$ cat config.mk
export PLATFORM = sky130hd
export DESIGN_NAME = sha256_message_hasher
export DESIGN_NICKNAME = d
export VERILOG_FILES = /design/src/hdl/sha_pkg.sv /design/src/hdl/sha_front.sv /design/src/hdl/sha_core.sv /design/src/hdl/sha256_message_hasher.sv
export SDC_FILE = /design/constraint.sdc
export NUM_CORES = 2
export LEC_CHECK = 0
export BUFFER_PORTS_ARGS = -buffer_cell sky130_fd_sc_hd__buf_2
export CAP_MARGIN = 20
export CORE_ASPECT_RATIO = 1.2
export CORE_MARGIN = 2
export CORE_UTILIZATION = 60
export CTS_BUF_LIST = sky130_fd_sc_hd__clkbuf_4 sky130_fd_sc_hd__clkbuf_8
export DETAILED_ROUTE_END_ITERATION = 6
export PLACE_DENSITY = 0.84
export RECOVER_POWER = 50
export REMOVE_ABC_BUFFERS = 1
export SLEW_MARGIN = 0
export SYNTH_ARGS = -nofsm -noshare
export SYNTH_HDL_FRONTEND = slang
export SYNTH_SLANG_ARGS = --single-unit
$ cat constraint.sdc
create_clock -name i_clk -period 35.2 [get_ports i_clk]
set_input_delay 3.52 -clock i_clk [delete_from_list [all_inputs] [get_ports i_clk]]
set_output_delay 3.52 -clock i_clk [all_outputs]
set_load 0.05 [all_outputs]
$ cat src/hdl/sha_pkg.sv
// SHA-256 hasher package: round constants, initial hash, helper functions.
// No dependencies.
`timescale 1ns / 1ps
package sha_pkg;
    localparam logic [31:0] K_TABLE [0:63] = '{
        32'h428a2f98, 32'h71374491, 32'hb5c0fbcf, 32'he9b5dba5,
        32'h3956c25b, 32'h59f111f1, 32'h923f82a4, 32'hab1c5ed5,
        32'hd807aa98, 32'h12835b01, 32'h243185be, 32'h550c7dc3,
        32'h72be5d74, 32'h80deb1fe, 32'h9bdc06a7, 32'hc19bf174,
        32'he49b69c1, 32'hefbe4786, 32'h0fc19dc6, 32'h240ca1cc,
        32'h2de92c6f, 32'h4a7484aa, 32'h5cb0a9dc, 32'h76f988da,
        32'h983e5152, 32'ha831c66d, 32'hb00327c8, 32'hbf597fc7,
        32'hc6e00bf3, 32'hd5a79147, 32'h06ca6351, 32'h14292967,
        32'h27b70a85, 32'h2e1b2138, 32'h4d2c6dfc, 32'h53380d13,
        32'h650a7354, 32'h766a0abb, 32'h81c2c92e, 32'h92722c85,
        32'ha2bfe8a1, 32'ha81a664b, 32'hc24b8b70, 32'hc76c51a3,
        32'hd192e819, 32'hd6990624, 32'hf40e3585, 32'h106aa070,
        32'h19a4c116, 32'h1e376c08, 32'h2748774c, 32'h34b0bcb5,
        32'h391c0cb3, 32'h4ed8aa4a, 32'h5b9cca4f, 32'h682e6ff3,
        32'h748f82ee, 32'h78a5636f, 32'h84c87814, 32'h8cc70208,
        32'h90befffa, 32'ha4506ceb, 32'hbef9a3f7, 32'hc67178f2
    };
    localparam logic [31:0] H_INIT [0:7] = '{
        32'h6a09e667, 32'hbb67ae85, 32'h3c6ef372, 32'ha54ff53a,
        32'h510e527f, 32'h9b05688c, 32'h1f83d9ab, 32'h5be0cd19
    };
    localparam logic [7:0] PAD_BYTE = 8'h80;
    localparam logic [5:0] LEN_POS  = 6'd56;

    // one 512-bit block handed from the front to the compression core
    typedef struct packed {
        logic [511:0] blk;
        logic         fin;   // last block of the message
    } t_blk;

    typedef enum logic [1:0] {
        F_LOAD, F_PAD, F_PUSH
    } t_fstate;

    typedef enum logic [1:0] {
        B_IDLE, B_ROUND, B_ADD, B_OUT
    } t_bstate;

    function automatic logic [31:0] rotr(input logic [31:0] x, input int n);
        rotr = (x >> n) | (x << (32 - n));
    endfunction
endpackage

$ cat src/hdl/sha_front.sv
// Front end: packs bytes into 512-bit blocks, counts bits, applies padding.
// Depends on sha_pkg.
`timescale 1ns / 1ps
module sha_front import sha_pkg::*; (
    input  logic        i_clk,
    input  logic        i_rst_n,
    input  logic        i_valid,
    output logic        o_stall,
    input  logic [7:0]  i_data_byte,
    input  logic        i_byte_valid,
    input  logic        i_end_of_message,
    output logic        o_blk_valid,
    input  logic        i_blk_stall,
    output t_blk        o_blk
);
    t_fstate      r_state, n_state;
    logic [511:0] r_buf, n_buf;
    logic [5:0]   r_cnt, n_cnt;
    logic [63:0]  r_len, n_len;
    logic         r_fin, n_fin;   // padding still to be finished after a push
    logic         r_final, n_final;
    logic         acc;
    logic [511:0] pad_buf;
    // the 0x80 byte goes first in the next block only when the message
    // ended exactly on a block boundary
    logic         r_pad_first, n_pad_first;

    function automatic logic [511:0] put(input logic [511:0] b, input logic [5:0] p,
                                         input logic [7:0] v);
        logic [511:0] t;
        t = b;
        t[511 - 8 * p -: 8] = v;
        put = t;
    endfunction

    always_ff @(posedge i_clk) begin
        if (!i_rst_n) begin
            r_state <= F_LOAD;
            r_cnt   <= '0;
            r_len   <= '0;
            r_fin   <= 1'b0;
            r_final <= 1'b0;
        end else begin
            r_state <= n_state;
            r_cnt   <= n_cnt;
            r_len   <= n_len;
            r_fin   <= n_fin;
            r_final <= n_final;
        end
        r_buf <= n_buf;
    end

    assign o_stall     = (r_state != F_LOAD);
    assign acc         = i_valid && !o_stall;
    assign o_blk_valid = (r_state == F_PUSH);
    assign o_blk.blk   = r_buf;
    assign o_blk.fin   = r_final;

    // zero every byte from the fill position on; F_PAD adds the length if it fits
    always_comb begin
        pad_buf = r_buf;
        for (int i = 0; i < 64; i++) begin
            if (6'(i) >= r_cnt) pad_buf[511 - 8 * i -: 8] = 8'h00;
        end
    end

    always_comb begin
        n_state = r_state;
        n_buf   = r_buf;
        n_cnt   = r_cnt;
        n_len   = r_len;
        n_fin   = r_fin;
        n_final = r_final;
        case (r_state)
            F_LOAD: begin
                if (acc) begin
                    if (i_byte_valid) begin
                        n_buf = put(r_buf, r_cnt, i_data_byte);
                        n_len = r_len + 64'd8;
                        n_cnt = r_cnt + 6'd1;
                    end
                    if (i_byte_valid && r_cnt == 6'd63) begin
                        n_state = F_PUSH;
                        n_final = 1'b0;
                        n_fin   = i_end_of_message;
                    end else if (i_end_of_message) begin
                        n_buf   = put(n_buf, n_cnt, PAD_BYTE);
                        n_cnt   = n_cnt + 6'd1;
                        n_state = F_PAD;
                    end
                end
            end
            F_PAD: begin
                // r_cnt == 0 here means the pad byte filled the block
                n_buf   = (r_cnt == 6'd0) ? r_buf : pad_buf;
                if (r_cnt != 6'd0 && r_cnt <= LEN_POS) begin
                    n_buf[63:0] = r_len;
                    n_final     = 1'b1;
                end else begin
                    n_final     = 1'b0;
                end
                n_state = F_PUSH;
                n_fin   = !n_final;
                n_cnt   = '0;
            end
            F_PUSH: begin
                if (!i_blk_stall) begin
                    if (r_fin) begin
                        n_state = F_PAD;
                        n_fin   = 1'b0;
                        n_cnt   = 6'd1;
                        n_buf   = put('0, 6'd0, r_pad_first ? PAD_BYTE : 8'h00);
                    end else begin
                        n_state = F_LOAD;
                        n_cnt   = '0;
                        if (r_final) n_len = '0;
                        n_final = 1'b0;
                    end
                end
            end
            default: n_state = F_LOAD;
        endcase
    end

    always_ff @(posedge i_clk) begin
        if (!i_rst_n) r_pad_first <= 1'b0;
        else          r_pad_first <= n_pad_first;
    end
    always_comb begin
        n_pad_first = r_pad_first;
        if (r_state == F_LOAD && acc && i_byte_valid && r_cnt == 6'd63)
            n_pad_first = 1'b1;
        else if (r_state == F_PAD)
            n_pad_first = 1'b0;
    end
endmodule

$ cat src/hdl/sha_core.sv
// Back end: 64-round SHA-256 compression, one round per cycle, and digest output.
// Depends on sha_pkg.
`timescale 1ns / 1ps
module sha_core import sha_pkg::*; (
    input  logic        i_clk,
    input  logic        i_rst_n,
    input  logic        i_blk_valid,
    output logic        o_blk_stall,
    input  t_blk        i_blk,
    output logic        o_valid,
    input  logic        i_stall,
    output logic [31:0] o_digest_word,
    output logic [2:0]  o_word_index,
    output logic        o_last_word
);
    t_bstate     r_state, n_state;
    logic [31:0] r_h [0:7];
    logic [31:0] r_v [0:7];
    logic [31:0] r_w [0:15];
    logic [5:0]  r_rnd;
    logic [2:0]  r_idx;
    logic        r_fin;
    logic [31:0] w2, w15, s0, s1, wnew, wi, e, a, t1, t2, ch, mj;

    assign o_blk_stall = (r_state != B_IDLE);
    assign o_valid       = (r_state == B_OUT);
    assign o_digest_word = r_h[r_idx];
    assign o_word_index  = r_idx;
    assign o_last_word   = (r_idx == 3'd7);

    always_comb begin
        w2   = r_w[14];
        w15  = r_w[1];
        s1   = rotr(w2, 17) ^ rotr(w2, 19) ^ (w2 >> 10);
        s0   = rotr(w15, 7) ^ rotr(w15, 18) ^ (w15 >> 3);
        wnew = s1 + r_w[9] + s0 + r_w[0];
        wi   = r_w[0];
        e    = r_v[4];
        a    = r_v[0];
        ch   = (e & r_v[5]) ^ (~e & r_v[6]);
        mj   = (a & r_v[1]) ^ (a & r_v[2]) ^ (r_v[1] & r_v[2]);
        t1   = r_v[7] + (rotr(e, 6) ^ rotr(e, 11) ^ rotr(e, 25)) + ch + K_TABLE[r_rnd] + wi;
        t2   = (rotr(a, 2) ^ rotr(a, 13) ^ rotr(a, 22)) + mj;
    end

    always_comb begin
        n_state = r_state;
        case (r_state)
            B_IDLE:  if (i_blk_valid) n_state = B_ROUND;
            B_ROUND: if (r_rnd == 6'd63) n_state = B_ADD;
            B_ADD:   n_state = r_fin ? B_OUT : B_IDLE;
            B_OUT:   if (!i_stall && r_idx == 3'd7) n_state = B_IDLE;
            default: n_state = B_IDLE;
        endcase
    end

    always_ff @(posedge i_clk) begin
        if (!i_rst_n) begin
            r_state <= B_IDLE;
            r_rnd   <= '0;
            r_idx   <= '0;
            r_fin   <= 1'b0;
            for (int i = 0; i < 8; i++) r_h[i] <= H_INIT[i];
        end else begin
            r_state <= n_state;
            case (r_state)
                B_IDLE: begin
                    if (i_blk_valid) begin
                        r_fin <= i_blk.fin;
                        r_rnd <= '0;
                        for (int i = 0; i < 8; i++) r_v[i] <= r_h[i];
                        for (int i = 0; i < 16; i++)
                            r_w[i] <= i_blk.blk[511 - 32 * i -: 32];
                    end
                end
                B_ROUND: begin
                    // window shifts so that w[0] is always the current round's word
                    for (int i = 0; i < 15; i++) r_w[i] <= r_w[i + 1];
                    r_w[15] <= wnew;
                    r_v[7] <= r_v[6];
                    r_v[6] <= r_v[5];
                    r_v[5] <= r_v[4];
                    r_v[4] <= r_v[3] + t1;
                    r_v[3] <= r_v[2];
                    r_v[2] <= r_v[1];
                    r_v[1] <= r_v[0];
                    r_v[0] <= t1 + t2;
                    r_rnd  <= r_rnd + 6'd1;
                end
                B_ADD: begin
                    for (int i = 0; i < 8; i++) r_h[i] <= r_h[i] + r_v[i];
                    r_idx <= '0;
                end
                B_OUT: begin
                    if (!i_stall) begin
                        r_idx <= r_idx + 3'd1;
                        if (r_idx == 3'd7)
                            for (int i = 0; i < 8; i++) r_h[i] <= H_INIT[i];
                    end
                end
                default: ;
            endcase
        end
    end
endmodule

$ cat src/hdl/sha256_message_hasher.sv
// SHA-256 byte-stream hasher: at most one byte per accepted transaction.
// A compression runs 64 rounds in the core, then adds the result into the hash.
// The front accepts one byte per cycle while loading a block; after a full block
// or the end of a message it stalls until the core takes the block, which is
// longer while the core is still compressing or the digest is held off.
// Reset (synchronous, active low) restores the initial hash and clears counts.
`timescale 1ns / 1ps
module sha256_message_hasher import sha_pkg::*; (
    input  logic        i_clk,
    input  logic        i_rst_n,
    input  logic        i_valid,
    output logic        o_stall,
    input  logic [7:0]  i_data_byte,
    input  logic        i_byte_valid,
    input  logic        i_end_of_message,
    output logic        o_valid,
    input  logic        i_stall,
    output logic [31:0] o_digest_word,
    output logic [2:0]  o_word_index,
    output logic        o_last_word
);
    logic blk_valid, blk_stall;
    t_blk blk;

    sha_front u_front (
        .i_clk, .i_rst_n, .i_valid, .o_stall, .i_data_byte, .i_byte_valid,
        .i_end_of_message, .o_blk_valid(blk_valid), .i_blk_stall(blk_stall),
        .o_blk(blk)
    );

    sha_core u_core (
        .i_clk, .i_rst_n, .i_blk_valid(blk_valid), .o_blk_stall(blk_stall),
        .i_blk(blk), .o_valid, .i_stall, .o_digest_word, .o_word_index,
        .o_last_word
    );
endmodule

==> summary.md <==
| Metric | Value |
|---|---|
| Synth Flop Type | edfxtp_1 |
| CTS sink cnt | 1623 |
| Total number of vias | 85600 |
| H-tree levels | 5 |
| Worst-path clk slew | 0.07 ns |
| Footprint of the multi-input gates | 50500 um2 |
| Die Wd | 378 um |
| Final WS setup | 21.55 ns |
| Most used cell, CP | buf_4 |
| DP Worst Slack | 24.85 ns |
| Clk_skew | 0.0992 ns |
| # IOs | 52 |
| Post-CTS setup buffers | 0 |
| Fin. max-slew vios | 1621 |
| Total design power | 12.0 mW |
| Failing checks | design-rule violations, max-capacitance violations, max-slew violations |
| Dpl cells | 12700 |
| CTS tree | built |
| Post-synth top cells | nand2_1, edfxtp_1, nor2_1 |
| DR DRC count | 4 |
| Syn Std Cell Area | 101000 um2 |
| CTS Hold Bufs | 0 |
| FMAX | 73.2 MHz |
| Detailed-route vias per instance | 6.47 |
| Min Tclk post-route | 13.65 ns |
| Worst vdd ir | 0.163 mV |
| Total wire length | 359000 um |
| Status | finished with violations |
| Fill count | 13200 |
| Yosys top cell by area | edfxtp_1 |
| CP max stage cell | and2_0 |
| CP peak stage delay | 3.67 ns |
| Post-layout util | 0.649 |
| Global route overflow | 0 |
| Syn. warnings | 0 |
| Syn Area/Cell | 9.25 um2 |
| CP arrival | 14.30 ns |
| Setup crit start kind | primary input |
| Unique masters post-synth | 100 |
| Final Hold Fails | 0 |
| Cell with the most instances after synthesis | nand2_1 |
| FF+latch count, synth | 1623 |
| Syn Inst Count | 10900 |
| Row count | 164 |
| RSZ-0062 raised after global routing | false |
| Power Dens Cells | 111 nW/um2 |
| PostCTS Resize Cnt | 0 |
| Wirelength per Cell | 27.1 um |
| GP Congestion | 1.08 |
| Clock Latency Late Sink | 1.08 ns |
| CTS max path bufs | 4 |
| Worst endpoint required time | 35.85 ns |
| Ys async rst share | 0 |
| Root buffer cell | clkbuf_8 |
| Core area | 166000 um2 |
| Worst-margin pin slew | 4.92 ns |
| Leak | 42.2 nW |
| First-pass GRT wire length | 523000 um |
| Share of layout cells above drive strength 1 | 0.0697 |
| Total CTS buffers | 286 |
| Router iterations before antenna repair | 7 |
| Post-synth top area share | 0.420 |
| Post-DRT Antenna Nets | 0 |
| Fin Setup TNS | 0 ns |
| Finished Layout Cells | 13200 |
| Area grow syn2layout | 7.31% |
| WS Path Type | primary input to flop |
| Number of global-route vias before repair | 82300 |
| All-Layer GR Usage | 0.413 |
| DIE HEIGHT | 453 um |
| Die area | 171000 um2 |
| Initial core utilization | 0.604 |
| EDFF count, synth | 1408 |
| Max_cap viols | 31 |
| Endpoints failing setup | 0 |
| Register area | 46600 um2 |
| Crit share post-route | 0.388 |
| Hold crit path type | flop to flop |
| Area contributors post-synth | edfxtp_1, nand2_1, ha_1 |
| DP Wirelength | 259000 um |
| CP Capture Type | flop |
| Max FO, Critical Path | 74 |
| Sequential-to-total area share from yosys stat | 0.463 |
| DRT iter0 DRCs | 11100 |
| Largest net degree at the start of global routing | 195 |
| IO Port Bufs | 51 |
| NumNets Final | 11400 |
| Relative slew margins | -2.28 |
| Critical Path, Cell by Cell | buf_2 -> clkbuf_1 -> and2_0 -> clkbuf_1 -> buf_4 -> buf_4 -> buf_4 |
| Number of antenna violations at the first check in global routing | 21 |
## final timing paths
path                              to                from  slack, ns  cells after the start
hold / removal    u_core.r_w[14][11]  u_core.r_w[15][11]       0.49                      2
setup / recovery   u_core.r_w[13][4]             i_rst_n      21.55                      7
setup reg to reg   u_core.r_w[13][4]  u_front.r_state[0]      24.00                      9
hold reg to reg   u_core.r_w[14][11]  u_core.r_w[15][11]       0.49                      2
## report_power, final
| part | switching (mW) | internal, mW | total [mW] |
|---|---|---|---|
| clock | 0.814 | 0.928 | 1.74 |
| combinational | 4.42 | 2.62 | 7.04 |
| sequential | 0.308 | 2.93 | 3.23 |
| total | 5.54 | 6.48 | 12.0 |
## worst max-delay path, delay by kind of cell
family / cells / cell delay (ns)
buffers and inverters: 6 / 6.80
AND/OR/NAND/NOR: 1 / 3.67
## sequential cells by signal, summed over array words and instances, names as in the netlist, named ones only
| name | cells |
|---|---|
| u_core.o_word_index | 3 |
| u_core.r_fin | 1 |
| u_core.r_h | 256 |
| u_core.r_rnd | 6 |
| u_core.r_state | 2 |
| u_core.r_v | 256 |
| u_core.r_w | 512 |
| u_front.r_buf | 512 |
| u_front.r_cnt | 6 |
| u_front.r_fin | 1 |
| u_front.r_final | 1 |
| u_front.r_len | 61 |
| u_front.r_pad_first | 1 |
| u_front.r_state | 2 |
## layer usage
metal  track usage  vias to the layer above  share of wire
met5             0                        -        0.00036
met1         0.469                    40600           0.33
met4         0.367                       20           0.11
met3        0.0916                     1638           0.10
met2         0.657                     5724           0.46
li1              -                    37600              -
## placed cells by master (no fill, tap or decap), drive strengths merged, types with 215 or more instances in the layout
cell	n
nand2	2873
edfxtp	1408
nor2	944
a21oi	811
o21ai	554
clkbuf	446
ha	413
inv	387
xnor2	363
xor2	226
dfxtp	215
## cell type report
class / count / area share
multi-input cells: 8305 / 0.468
flip-flops and latches: 1623 / 0.432
clock buffers: 400 / 0.0454
well taps: 2241 / 0.0260
inverters: 392 / 0.0136
repair buffers: 186 / 0.0108
clock inverters: 80 / 0.00450
diodes: 8 / 0.000185
## per-stage QoR
step,instance area (um2),hold slack [ns]
final,108000,0.486
after global routing,108000,0.502
after CTS,108000,0.481
after detailed placement,103000,0.481
after global placement,103000,0.466
after floorplan,98500,0.459
## cells by family (layout without fill, tap and decap cells)
kind of cell,count (synthesis),count (layout),share of synthesized area
multiplexers,296,296,0.0386
AND/OR/NAND/NOR,4683,4683,0.194
AO/OA/AOI/OAI,2106,2106,0.125
flip-flops,1623,1623,0.463
other,0,8,0
XOR/XNOR,590,590,0.0515
buffers and inverters,948,1058,0.0355
adder cells (fa/ha/maj),630,630,0.0924
Power figures use the tool's default switching activity.
